**config.mk**
```make
export PLATFORM = sky130hd
export DESIGN_NAME = deferred_event_scheduler_top
export DESIGN_NICKNAME = d
export VERILOG_FILES = /design/src/rtl/dsch_pkg.sv /design/src/rtl/dsch_entry_mem.sv /design/src/rtl/dsch_slot_map.sv /design/src/rtl/deferred_event_scheduler_top.sv
export SDC_FILE = /design/constraint.sdc
export NUM_CORES = 2
export LEC_CHECK = 0
export BUFFER_PORTS_ARGS = -buffer_cell sky130_fd_sc_hd__clkbuf_2
export CORE_AREA = 2 2 650 329
export DETAILED_ROUTE_END_ITERATION = 12
export DIE_AREA = 0 0 652 331
export PLACE_DENSITY = 0.66
export RECOVER_POWER = 100
export SETUP_SLACK_MARGIN = 0.05
export SLEW_MARGIN = 25
export SYNTH_ARGS = -nofsm -noshare
export SYNTH_HDL_FRONTEND = slang
export SYNTH_SLANG_ARGS = --single-unit
```
**constraint.sdc**
```tcl
create_clock -name clk -period 5.1 [get_ports clk]
set_input_delay 0.765 -clock clk [delete_from_list [all_inputs] [get_ports clk]]
set_output_delay 0.765 -clock clk [all_outputs]
set_load 0.02 [all_outputs]
```
**src/rtl/dsch_pkg.sv**
```systemverilog
`timescale 1ns / 1ps
// ----------------------------------------------------------------------------
// dsch_pkg: shared types and codes
// Transaction payload structs, operation codes and status codes for the
// deferred event scheduler.
// ----------------------------------------------------------------------------
package dsch_pkg;

	localparam logic [1:0] OP_TICK      = 2'd0;
	localparam logic [1:0] OP_REG_AT    = 2'd1;
	localparam logic [1:0] OP_REG_AFTER = 2'd2;
	localparam logic [1:0] OP_CANCEL    = 2'd3;

	localparam logic [2:0] ST_ACCEPT = 3'd0;
	localparam logic [2:0] ST_FIRED  = 3'd1;
	localparam logic [2:0] ST_NONE   = 3'd2;
	localparam logic [2:0] ST_REJECT = 3'd3;
	localparam logic [2:0] ST_FULL   = 3'd4;

	typedef struct packed {
		logic [1:0]  op;
		logic [31:0] tick_value;
		logic [15:0] payload;
		logic [5:0]  slot;
	} item_t;

	typedef struct packed {
		logic [2:0]  status;
		logic [31:0] due_tick;
		logic [5:0]  slot_out;
		logic [15:0] payload_out;
		logic        last;
	} result_t;

endpackage

```
**src/rtl/dsch_entry_mem.sv**
```systemverilog
`timescale 1ns / 1ps
// ----------------------------------------------------------------------------
// dsch_entry_mem: event table storage
// Due tick, slot, payload and cancel mark per entry in arrays with one
// write and one registered read per cycle; valid bits in flops.
// ----------------------------------------------------------------------------
module dsch_entry_mem #(
	parameter int DEPTH = 32,
	parameter int TW    = 32,
	parameter int SW    = 6,
	parameter int IW    = 5
) (
	input  logic          clk,
	input  logic          arst_n,
	input  logic [IW-1:0] rd_idx,
	output logic          rd_valid,
	output logic [TW-1:0] rd_due,
	output logic [SW-1:0] rd_slot,
	output logic [15:0]   rd_payload,
	output logic          rd_cancel,
	input  logic          wr_en,
	input  logic [IW-1:0] wr_idx,
	input  logic [TW-1:0] wr_due,
	input  logic [SW-1:0] wr_slot,
	input  logic [15:0]   wr_payload,
	input  logic          cancel_en,
	input  logic [IW-1:0] cancel_idx,
	input  logic          free_en,
	input  logic [IW-1:0] free_idx
);

	logic [TW-1:0]    due_mem     [DEPTH];
	logic [SW-1:0]    slot_mem    [DEPTH];
	logic [15:0]      payload_mem [DEPTH];
	logic             cancel_mem  [DEPTH];
	logic [DEPTH-1:0] valid_q;

	always_ff @(posedge clk) begin
		if (wr_en) begin
			due_mem[wr_idx]     <= wr_due;
			slot_mem[wr_idx]    <= wr_slot;
			payload_mem[wr_idx] <= wr_payload;
		end
		if (wr_en) begin
			cancel_mem[wr_idx] <= 1'b0;
		end else if (cancel_en) begin
			cancel_mem[cancel_idx] <= 1'b1;
		end
		rd_due     <= due_mem[rd_idx];
		rd_slot    <= slot_mem[rd_idx];
		rd_payload <= payload_mem[rd_idx];
		rd_cancel  <= cancel_mem[rd_idx];
	end

	always_ff @(posedge clk or negedge arst_n) begin
		if (!arst_n) begin
			valid_q  <= '0;
			rd_valid <= 1'b0;
		end else begin
			if (wr_en)
				valid_q[wr_idx] <= 1'b1;
			if (free_en)
				valid_q[free_idx] <= 1'b0;
			rd_valid <= valid_q[rd_idx];
		end
	end

endmodule

```
**src/rtl/dsch_slot_map.sv**
```systemverilog
`timescale 1ns / 1ps
// ----------------------------------------------------------------------------
// dsch_slot_map: slot-ordered fire buffer
// Indexed by slot minus one; holds the payload and a live flag for each
// entry found due during a tick scan. Registered read.
// ----------------------------------------------------------------------------
module dsch_slot_map #(
	parameter int DEPTH = 32,
	parameter int IW    = 5
) (
	input  logic          clk,
	input  logic          wr_en,
	input  logic [IW-1:0] wr_addr,
	input  logic          wr_live,
	input  logic [15:0]   wr_payload,
	input  logic [IW-1:0] rd_addr,
	output logic          rd_live,
	output logic [15:0]   rd_payload
);

	logic [16:0] map_mem [DEPTH];

	always_ff @(posedge clk) begin
		if (wr_en)
			map_mem[wr_addr] <= {wr_live, wr_payload};
		{rd_live, rd_payload} <= map_mem[rd_addr];
	end

endmodule

```
**src/rtl/deferred_event_scheduler_top.sv**
```systemverilog
`timescale 1ns / 1ps
// ----------------------------------------------------------------------------
// deferred_event_scheduler_top: timer event queue
// Pending event table with register, cancel and tick operations.
// ----------------------------------------------------------------------------
// Usage:
//   Command channel: drive item and pulse start while busy is low; the
//   transaction is taken at that edge and busy rises the next cycle.
//   Result channel: each result shows on result for one cycle with strobe
//   high; result.last marks the final result of a command. The receiver
//   cannot stall, so results are never held back.
// Timing:
//   Commands rejected by the early checks answer without a scan. All others scan
//   the table one entry per cycle through a single due-tick comparator
//   and answer once the scan is done. A tick that fires events then reads
//   the slot map in slot order, one slot per cycle, up to the highest live
//   slot; the fired results follow at most one per cycle.
//   The next command may start the cycle after busy falls.
// Reset:
//   arst_n clears the time base and all valid bits; the table is empty
//   immediately, with no clearing pass.
// ----------------------------------------------------------------------------
module deferred_event_scheduler_top #(
	parameter int TABLE_DEPTH = 32,
	parameter int TICK_WIDTH  = 32
) (
	input  logic              clk,
	input  logic              arst_n,
	input  logic              start,
	output logic              busy,
	input  dsch_pkg::item_t   item,
	output logic              strobe,
	output dsch_pkg::result_t result
);

	localparam int IW   = $clog2(TABLE_DEPTH);
	localparam int SW   = $clog2(TABLE_DEPTH + 1);
	localparam int CNTW = IW + 1;
	localparam int ESW  = SW + 1;
	localparam int CW   = (SW > 6) ? SW : 6;

	localparam logic [2:0] S_IDLE = 3'd0;
	localparam logic [2:0] S_PREP = 3'd1;
	localparam logic [2:0] S_SCAN = 3'd2;
	localparam logic [2:0] S_FIN  = 3'd3;
	localparam logic [2:0] S_EMIT = 3'd4;

	logic [2:0]            state_q;
	logic [1:0]            op_q;
	logic [TICK_WIDTH-1:0] tv_q;
	logic [15:0]           pl_q;
	logic [5:0]            sl_q;
	logic [TICK_WIDTH-1:0] last_tick_q;
	logic [TICK_WIDTH-1:0] tgt_q;
	logic [CNTW-1:0]       cnt_q;
	logic                  rd_s1;
	logic [IW-1:0]         idx_s1;
	logic [SW-1:0]         count_q;
	logic                  free_found_q;
	logic [IW-1:0]         free_idx_q;
	logic [IW-1:0]         hit_idx_q;
	logic [SW-1:0]         maxlive_q;
	logic [ESW-1:0]        es_q;
	logic                  mrd_s1;
	logic [SW-1:0]         mslot_s1;
	logic                  strobe_q;
	dsch_pkg::result_t     result_q;

	logic                  rd_valid;
	logic [TICK_WIDTH-1:0] rd_due;
	logic [SW-1:0]         rd_slot;
	logic [15:0]           rd_payload;
	logic                  rd_cancel;
	logic                  map_live;
	logic [15:0]           map_payload;

	logic                  accept;
	logic                  is_reg;
	logic                  match;
	logic [TICK_WIDTH:0]   sum;
	logic [TICK_WIDTH-1:0] after_due;
	logic [SW-1:0]         rd_slot_m1;
	logic [ESW-1:0]        es_m1;
	logic                  ent_wr;
	logic                  cancel_wr;
	logic                  free_wr;
	logic                  slot_hit;
	logic                  sl_over;

	assign accept     = start && (state_q == S_IDLE);
	assign busy       = (state_q != S_IDLE);
	assign strobe     = strobe_q;
	assign result     = result_q;
	assign is_reg     = (op_q == dsch_pkg::OP_REG_AT) || (op_q == dsch_pkg::OP_REG_AFTER);
	assign match      = rd_s1 && rd_valid && (rd_due == tgt_q);
	assign sum        = {1'b0, last_tick_q} + {1'b0, tv_q};
	assign after_due  = sum[TICK_WIDTH-1:0];
	assign rd_slot_m1 = rd_slot - SW'(1);
	assign es_m1      = es_q - ESW'(1);
	assign slot_hit   = (CW'(rd_slot) == CW'(sl_q));
	assign sl_over    = (CW'(sl_q) > CW'(count_q));

	assign free_wr   = (state_q == S_SCAN) && (op_q == dsch_pkg::OP_TICK) && match;
	assign ent_wr    = (state_q == S_FIN) && is_reg && free_found_q;
	assign cancel_wr = (state_q == S_FIN) && (op_q == dsch_pkg::OP_CANCEL) &&
	                   (count_q != '0) && !sl_over;

	dsch_entry_mem #(
		.DEPTH (TABLE_DEPTH),
		.TW    (TICK_WIDTH),
		.SW    (SW),
		.IW    (IW)
	) u_entry_mem (
		.clk        (clk),
		.arst_n     (arst_n),
		.rd_idx     (cnt_q[IW-1:0]),
		.rd_valid   (rd_valid),
		.rd_due     (rd_due),
		.rd_slot    (rd_slot),
		.rd_payload (rd_payload),
		.rd_cancel  (rd_cancel),
		.wr_en      (ent_wr),
		.wr_idx     (free_idx_q),
		.wr_due     (tgt_q),
		.wr_slot    (count_q + SW'(1)),
		.wr_payload (pl_q),
		.cancel_en  (cancel_wr),
		.cancel_idx (hit_idx_q),
		.free_en    (free_wr),
		.free_idx   (idx_s1)
	);

	dsch_slot_map #(
		.DEPTH (TABLE_DEPTH),
		.IW    (IW)
	) u_slot_map (
		.clk        (clk),
		.wr_en      (free_wr),
		.wr_addr    (rd_slot_m1[IW-1:0]),
		.wr_live    (!rd_cancel),
		.wr_payload (rd_payload),
		.rd_addr    (es_m1[IW-1:0]),
		.rd_live    (map_live),
		.rd_payload (map_payload)
	);

	always_ff @(posedge clk or negedge arst_n) begin
		if (!arst_n) begin
			state_q      <= S_IDLE;
			op_q         <= dsch_pkg::OP_TICK;
			tv_q         <= '0;
			pl_q         <= '0;
			sl_q         <= '0;
			last_tick_q  <= '0;
			tgt_q        <= '0;
			cnt_q        <= '0;
			rd_s1        <= 1'b0;
			idx_s1       <= '0;
			count_q      <= '0;
			free_found_q <= 1'b0;
			free_idx_q   <= '0;
			hit_idx_q    <= '0;
			maxlive_q    <= '0;
			es_q         <= '0;
			mrd_s1       <= 1'b0;
			mslot_s1     <= '0;
			strobe_q     <= 1'b0;
			result_q     <= '0;
		end else begin
			case (state_q)
				S_IDLE: begin
					strobe_q <= 1'b0;
					if (accept) begin
						op_q    <= item.op;
						tv_q    <= TICK_WIDTH'(item.tick_value);
						pl_q    <= item.payload;
						sl_q    <= item.slot;
						state_q <= S_PREP;
					end
				end
				S_PREP: begin
					// early checks; anything rejected here never scans
					logic bad;
					bad = 1'b0;
					tgt_q <= (op_q == dsch_pkg::OP_REG_AFTER) ? after_due : tv_q;
					case (op_q)
						dsch_pkg::OP_TICK: begin
							if (tv_q != '0)
								bad = !(tv_q > last_tick_q);
							else
								bad = (last_tick_q != '0);
							if (!bad)
								last_tick_q <= tv_q;
						end
						dsch_pkg::OP_REG_AT: bad = !(tv_q > last_tick_q);
						dsch_pkg::OP_REG_AFTER: begin
							// a wrapped sum is not above last_tick
							bad = (tv_q == '0) || !(after_due > last_tick_q);
						end
						default: bad = (sl_q == '0);
					endcase
					cnt_q        <= '0;
					rd_s1        <= 1'b0;
					count_q      <= '0;
					free_found_q <= 1'b0;
					maxlive_q    <= '0;
					strobe_q     <= bad;
					if (bad) begin
						result_q <= '{dsch_pkg::ST_REJECT, 32'd0, 6'd0, 16'd0, 1'b1};
						state_q  <= S_IDLE;
					end else begin
						state_q <= S_SCAN;
					end
				end
				S_SCAN: begin
					strobe_q <= 1'b0;
					if (cnt_q < CNTW'(TABLE_DEPTH)) begin
						cnt_q  <= cnt_q + CNTW'(1);
						rd_s1  <= 1'b1;
						idx_s1 <= cnt_q[IW-1:0];
					end else begin
						rd_s1 <= 1'b0;
					end
					if (rd_s1) begin
						if (!rd_valid && !free_found_q) begin
							free_found_q <= 1'b1;
							free_idx_q   <= idx_s1;
						end
						if (match) begin
							count_q <= count_q + SW'(1);
							if (slot_hit)
								hit_idx_q <= idx_s1;
							if (!rd_cancel && (rd_slot > maxlive_q))
								maxlive_q <= rd_slot;
						end
					end
					// last read data is handled in this cycle
					if (cnt_q == CNTW'(TABLE_DEPTH))
						state_q <= S_FIN;
				end
				S_FIN: begin
					case (op_q)
						dsch_pkg::OP_TICK: begin
							strobe_q <= (maxlive_q == '0);
							if (maxlive_q == '0) begin
								result_q <= '{dsch_pkg::ST_NONE, 32'(tgt_q), 6'd0, 16'd0,
								              1'b1};
								state_q  <= S_IDLE;
							end else begin
								es_q    <= ESW'(1);
								mrd_s1  <= 1'b0;
								state_q <= S_EMIT;
							end
						end
						dsch_pkg::OP_CANCEL: begin
							strobe_q <= 1'b1;
							state_q  <= S_IDLE;
							if ((count_q != '0) && sl_over)
								result_q <= '{dsch_pkg::ST_REJECT, 32'd0, 6'd0, 16'd0, 1'b1};
							else
								result_q <= '{dsch_pkg::ST_ACCEPT, 32'(tgt_q), sl_q, 16'd0,
								              1'b1};
						end
						default: begin
							strobe_q <= 1'b1;
							state_q  <= S_IDLE;
							if (free_found_q)
								result_q <= '{dsch_pkg::ST_ACCEPT, 32'(tgt_q),
								              6'(count_q + SW'(1)), 16'd0, 1'b1};
							else
								result_q <= '{dsch_pkg::ST_FULL, 32'd0, 6'd0, 16'd0, 1'b1};
						end
					endcase
				end
				S_EMIT: begin
					if (es_q <= ESW'(maxlive_q)) begin
						es_q     <= es_q + ESW'(1);
						mrd_s1   <= 1'b1;
						mslot_s1 <= es_q[SW-1:0];
					end else begin
						mrd_s1 <= 1'b0;
					end
					strobe_q <= mrd_s1 && map_live;
					if (mrd_s1 && map_live) begin
						result_q <= '{dsch_pkg::ST_FIRED, 32'(tgt_q), 6'(mslot_s1),
						              map_payload, (mslot_s1 == maxlive_q)};
					end
					if (mrd_s1 && (mslot_s1 == maxlive_q))
						state_q <= S_IDLE;
				end
				default: begin
					strobe_q <= 1'b0;
					state_q  <= S_IDLE;
				end
			endcase
		end
	end

`ifndef NO_ASSERTIONS
	a_single_final: assert property (@(posedge clk) disable iff (!arst_n)
		(strobe && (result.status != dsch_pkg::ST_FIRED)) |-> result.last)
		else $error("non-fired result without last");

	a_start_busy: assert property (@(posedge clk) disable iff (!arst_n)
		(start && !busy) |=> busy)
		else $error("accepted command did not raise busy");

	a_more_pending: assert property (@(posedge clk) disable iff (!arst_n)
		(strobe && !result.last) |-> busy)
		else $error("non-final result while idle");
`endif

endmodule

```
# Word level (Yosys, flattened, before mapping)
# Memory sizes are Yosys's and may differ from the RTL's. A register that Yosys moved wholly into a read port is not among the register bits.
# Cells that the tools add are included.
word_totals:
  ff_bits: 264
  latch_bits: 0
  mem_bits_rw: 2304
  rom_bits: 0
  input_bits: 59
  wordCells: 191
  memories: 5
op_classes:
  addsub: 6
  mul: 0
  div_mod_pow: 0
  magnitude_cmp: 11
  eq_ne: 25
  shifts: 0
  muxes: 62
  n_bitwise: 4
  reduce_logical: 52
mem_list:
  columns: ["memory", "depth", "word_bits", "read_ports", "rd_clocked_by_memory_dff", "wr", "line_no", "source"]
  rows:
  - ["u_entry_mem.due_mem", 32, 32, 1, 1, 1, "dsch_entry_mem.sv:32", "logic [TW-1:0] due_mem [DEPTH];"]
  - ["u_slot_map.map_mem", 32, 17, 1, 1, 1, "dsch_slot_map.sv:21", "logic [16:0] map_mem [DEPTH];"]
  - ["u_entry_mem.payload_mem", 32, 16, 1, 1, 1, "dsch_entry_mem.sv:34", "logic [15:0] payload_mem [DEPTH];"]
  - ["u_entry_mem.slot_mem", 32, 6, 1, 1, 1, "dsch_entry_mem.sv:33", "logic [SW-1:0] slot_mem [DEPTH];"]
  - ["u_entry_mem.cancel_mem", 32, 1, 1, 1, 1, "dsch_entry_mem.sv:35", "logic cancel_mem [DEPTH];"]
ops:
  columns: ["op", "count"]
  rows:
  - ["58-bit two-way mux", 4]
  - ["58-bit case mux with 3 select lines", 1]
  - ["58-bit case mux with 2 select lines", 1]
  - ["32-bit two-way mux", 3]
  - ["32-bit > comparator", 2]
  - ["32-bit nonzero test", 2]
  - ["57-bit two-way mux", 1]
  - ["6-bit two-way mux", 6]
  - ["6-bit case mux with 2 select lines", 3]
  - ["32-bit adder", 1]
  - ["32-bit AND", 1]
  - ["32-bit == test", 1]
  - ["32-bit zero test", 1]
  - ["32-bit inverter", 1]
  - ["32-bit bitwise OR", 1]
  - ["1-bit two-way mux", 23]
  - ["7-bit two-way mux", 3]
  - ["5-bit by 6-bit less-than comparator with 1-bit output (second input constant)", 3]
  - ["2-bit != test (second input constant)", 9]
  - ["3-bit AND reduction", 6]
  - ["1-bit logical AND", 17]
  - ["4-bit AND reduction", 4]
  - ["3-bit two-way mux", 5]
  - ["3-bit case mux with 5 select lines", 1]
  - ["34 further kinds", 60]

# Longest topological paths before layout
depth:
  depth_word: 9
  mapped_depth: 23
  depth_no_buf: 21

# Cells and area by module
# Synthesis repeated with hierarchy kept, for this count alone.
hier_totals:
  hier_cells: 6700
  hier_area_um2: 107040.2
by_module_without_submodules:
  columns: ["module", "n_inst", "cells_each", "area_per_inst_um2"]
  rows:
  - ["dsch_entry_mem", 1, 4048, 71312.1]
  - ["dsch_slot_map", 1, 1212, 21737.1]
  - ["deferred_event_scheduler_top", 1, 1440, 13990.9]

# Worst setup path after synthesis
# No wires, ideal clock.
synth_timing:
  path_type: "register to register"
  startpoint: "register last_tick_q[0]"
  endpoint: "register result_q (netlist bit result[17])"
  setup_time_ns: 0.128
  t_arrival_ns: 4.367
  required_ns: 4.972
  path_slack_ns: 0.605
  stages_incl_launch_ff: 21
  period_less_slack_ns: 4.495
  cell_sequence: "dfrtp_1 > ha_1 > inv_1 > fa_1 > o21bai_1 > a21oi_1 > o31ai_2 > a2111oi_2 > o31ai_4 > nor3_1 > o41ai_2 > xnor2_1 > ha_1 > nand4_1 > nor2_1 > o211ai_1 > a211oi_1 > o2111ai_1 > a21oi_2 > buf_6 > mux2_1"
synth_via:
  elab_chain_len: 9
synth_lines:
  columns: ["element", "line_no", "source"]
  rows:
  - ["from (decl)", "deferred_event_scheduler_top.sv:53", "logic [TICK_WIDTH-1:0] last_tick_q;"]
  - ["from (signal assigned)", "deferred_event_scheduler_top.sv:193", "last_tick_q <= tv_q;"]
  - ["branches (longest 5 deep; another with 32-bit adder)", null, null]
  - ["1-bit case mux with 3 select lines (*)", "deferred_event_scheduler_top.sv:186", "case (op_q)"]
  - ["1-bit two-way mux (*)", "deferred_event_scheduler_top.sv:170", "case (state_q)"]
  - ["2-bit != test (no source line) (*)", null, null]
  - ["4-bit AND reduction (no source line) (*)", null, null]
  - ["to (signal assigned)", "deferred_event_scheduler_top.sv:209", "result_q <= '{dsch_pkg::ST_REJECT, 32'd0, 6'd0, 16'd0, 1'b1};"]
  - ["to (signal assigned)", "deferred_event_scheduler_top.sv:246", "result_q <= '{dsch_pkg::ST_NONE, 32'(tgt_q), 6'd0, 16'd0,"]
  - ["to (signal assigned)", "deferred_event_scheduler_top.sv:259", "result_q <= '{dsch_pkg::ST_REJECT, 32'd0, 6'd0, 16'd0, 1'b1};"]
  - ["to (decl)", "deferred_event_scheduler_top.sv:67", "dsch_pkg::result_t result_q;"]
# Every way passes the cells marked *. The select of a mux whose other input is x is not followed.
# A chain may end at the register's enable or synchronous reset.

# Worst setup path in the final report
layout_timing:
  startpoint: "register last_tick_q[0]"
  endpoint: "register result_q (netlist bit result[21])"
# Same word-level chain as after synthesis.

==> impl_metrics.py <==
metrics = {
    "status": {
        "outcome": "finished with violations",
        "violations": "max-capacitance violations, max-slew violations, negative setup slack",
    },
    "routing": {
        "dr.first_iter.drc_count": 6641,
        "routed_wl_um": 267000,
        "wl_per_cell_um": 32.1,
        "viasPerCell": 6.24,
        "dr.pass1.iters": 6,
        "vias": 51900,
        "drc": 0,
        "antenna_left": 0,
    },
    "power_and_ir_drop": {
        "p_int_mw": 43.5,
        "seqPwrFrac": 0.470,
        "p_leak_nw": 38.3,
        "swShare": 0.301,
        "p_total_mw": 62.2,
        "power_frac_clock": 0.277,
        "power_density_mw_per_mm2": 528,
        "ir_drop_uv": 457,
        "switchingPower_mw": 18.7,
        "combPwrFrac": 0.252,
    },
    "place": {
        "dp_hpwl_um": 148000,
        "gp_congestion": 0.900,
        "placement.io_buffers": 118,
    },
    "die": {
        "core_mm2": 0.210,
        "die_height_um": 331,
        "fp.dieW_um": 652,
        "start_util": 0.498,
        "dieArea_mm2": 0.216,
        "rows": 119,
        "top_level_ports": 119,
    },
    "worst_setup_path": {
        "startpoint_type": "register",
        "required_ns": 5.80,
        "end_kind": "register",
        "cp_data_arrival_time_ns": 5.95,
        "reg2reg_slack_ns": -0.15,
        "crit_type": "reg2reg",
        "cp_max_fo": 5,
    },
    "clock_tree": {
        "cts_buffers": 227,
        "cts_buffer_depth": 4,
        "clk_latency_ns": 0.88,
        "htreeDepth": 4,
        "cts.clk_slew.worst_paths_ns": 0.07,
        "clock-root-buffer": "clkbuf_16",
        "cts.sinks": 2640,
        "cts_tree": "built",
    },
    "timing": {
        "slew-limit-headroom": -1.04,
        "worst_pin_slew_ns": 3.06,
        "slew_viol_final": 1108,
        "fin_skew_ns": 0.0659,
        "rsz0062_at_grt": "true",
        "period_needed_ns": 5.25,
        "fin_crit_sh": 1.03,
        "fmaxAchievable_mhz": 191,
        "hold_viol_final": 0,
        "setup_viol": 59,
        "fin_tns_setup_ns": -4.71,
        "layout_setup_ws_ns": -0.147,
    },
    "grt": {
        "first_global_vias": 52600,
        "grt_max_degree": 108,
        "track_usage": 0.247,
        "grt-ovfl-total": 0,
        "grt_pass1_wl_um": 379000,
        "grt_antenna_before_repair": 9,
    },
    "finish": {
        "finalNetCount": 5528,
        "layout-drive-gt1-share": 0.296,
        "area_growth_pct": 12.9,
        "fin_util": 0.562,
    },
    "synth": {
        "synthTopCellsByArea": "edfxtp_1 66%, mux4_2 16%, dfrtp_1 6.3%, mux2_2 1.9%, ha_1 1.5%",
        "netlist.area_leader.share": 0.663,
        "synth_edf_count": 2304,
        "async_flop_share": 0.100,
        "synthMostInstantiatedCell": "edfxtp_1",
        "synth_fp_nets": 5160,
        "synthTopCellsByCount": "2304 x edfxtp_1, 730 x mux4_2, 264 x dfrtp_1",
        "synth_ff_type": "edfxtp_1",
        "synthCells": 4977,
        "ys_seq_area_frac": 0.740,
        "syn_avg_cell_area_um2": 21.0,
        "netlist_area_mm2": 0.104,
        "ys_types": 75,
        "yosysWarnings": 0,
        "yosys.area.top_type": "edfxtp_1",
        "synth_seq_cells": 2640,
    },
    "run": {
        "drv_cap": 29,
    },
    "worst_hold_path": {
        "hold_class": "in2reg",
    },
}
==> metal layers <==
metal  GRT usage  vias up  wire length [µm]
li1            -    21200                 -
met1       0.350    27900            110000
met2       0.391     2314            126000
met3      0.0518      434             22300
met4      0.0759        4              8580
met5           0        -                23
==> power groups by stage <==
stage / clock network, mW / logic [mW] / registers (mW)
floorplan: 0 / 9.82 / 28.9
global placement: 0 / 14.9 / 29.4
finish: 17.2 / 15.7 / 29.2
detailed placement: 0 / 15.0 / 29.6
global route: 18.4 / 16.8 / 29.5
CTS: 17.5 / 15.6 / 29.2
==> area by class of cell <==
cell class              count  area [µm²]
repair buffers            382        3000
diodes                      2        5.00
clock buffers             301        6220
multi-input cells        1996       26400
clock inverters           116        1060
flip-flops and latches   2640       77300
well taps                2783        3480
inverters                  98         368
fillers                 15400       91900
==> path summary, 6_finish.rpt <==
path | cells past startpoint | start | to
setup / recovery | 24 | last_tick_q[0] | result[21]
hold / removal | 2 | item[46] | tv_q[24]
setup reg to reg | 24 | last_tick_q[0] | result[21]
hold reg to reg | 1 | u_slot_map.rd_payload[3] | result[4]
max in group asynchronous | 3 | arst_n | tv_q[12]
min in group asynchronous | 2 | arst_n | strobe
==> state kept, by name (all words and copies together) (netlist names), 32 cells and up <==
signal,flops
u_entry_mem.due_mem,1024
u_entry_mem.valid_q,32
u_entry_mem.rd_due,32
last_tick_q,32
result,58
u_entry_mem.slot_mem,192
u_entry_mem.payload_mem,512
tv_q,32
u_slot_map.map_mem,544
tgt_q,32
u_entry_mem.cancel_mem,32
==> layout by cell type, fill, tap and decap left out, types with 30 or more instances in the layout <==
cell	count
mux2i_1	34
clkbuf_1	139
mux4_2	730
clkbuf_16	234
nor2_4	30
edfxtp_1	2304
nor2_1	127
clkbuf_2	67
nor2_2	33
a21oi_1	87
xor2_1	30
dfxtp_1	72
dfrtp_1	259
ha_1	116
clkinv_2	42
xnor2_1	53
mux2_2	156
inv_1	96
buf_4	177
a22o_1	49
o21ai_0	68
nand2_1	105
buf_12	38
clkinv_1	41
nand3_1	45
==> cells by family after synthesis <==
kind of cell,synth area share
AOI/OAI and AO/OA,0.0206
xor gates and xnor gates,0.00722
adders and majority gates,0.0149
buffers and inverters,0.0127
DFF,0.740
muxes,0.180
and+or+nand+nor,0.0238
==> through the flow <==
step | worst slack [ns] | hold slack, ns | std cells | instance area, µm²
floorplan | 0.605 | 0.433 | 4977 | 104000
global placement | -0.494 | 0.437 | 7875 | 110000
detailed placement | -0.590 | 0.446 | 7876 | 110000
CTS | -0.108 | 0.0586 | 8310 | 118000
global route | -0.333 | 0.0869 | 8316 | 118000
finish | -0.147 | 0.122 | 8318 | 118000
==> critical path: stages (launching register included) <==
cell       delay, ns
dfrtp_1         0.40
ha_2            0.20
inv_2           0.05
fa_2            0.19
o21bai_1        0.09
a21oi_2         0.19
o31ai_2         0.10
buf_4           0.16
a2111oi_4       0.54
o31ai_4         0.18
buf_4           0.17
o221ai_1        0.24
a21oi_1         0.12
nand2b_1        0.16
ha_1            0.28
nand4_1         0.20
o2111ai_2       0.26
a21oi_2         0.06
a211oi_2        0.28
o2111ai_2       0.22
buf_6           0.19
a21oi_4         0.20
buf_12          0.14
buf_12          0.12
mux2_4          0.31
==> repair_timing <==
item,4_1_cts,5_1_grt
hold endpoints to repair,64,0
setup buffers,14,4
pin swaps,49,29
endpoints found under the setup margin,60,59
hold buffers,1,0
resized for setup,47,13
gates cloned,3,4
No activity file was read; power rests on OpenSTA's default activity.
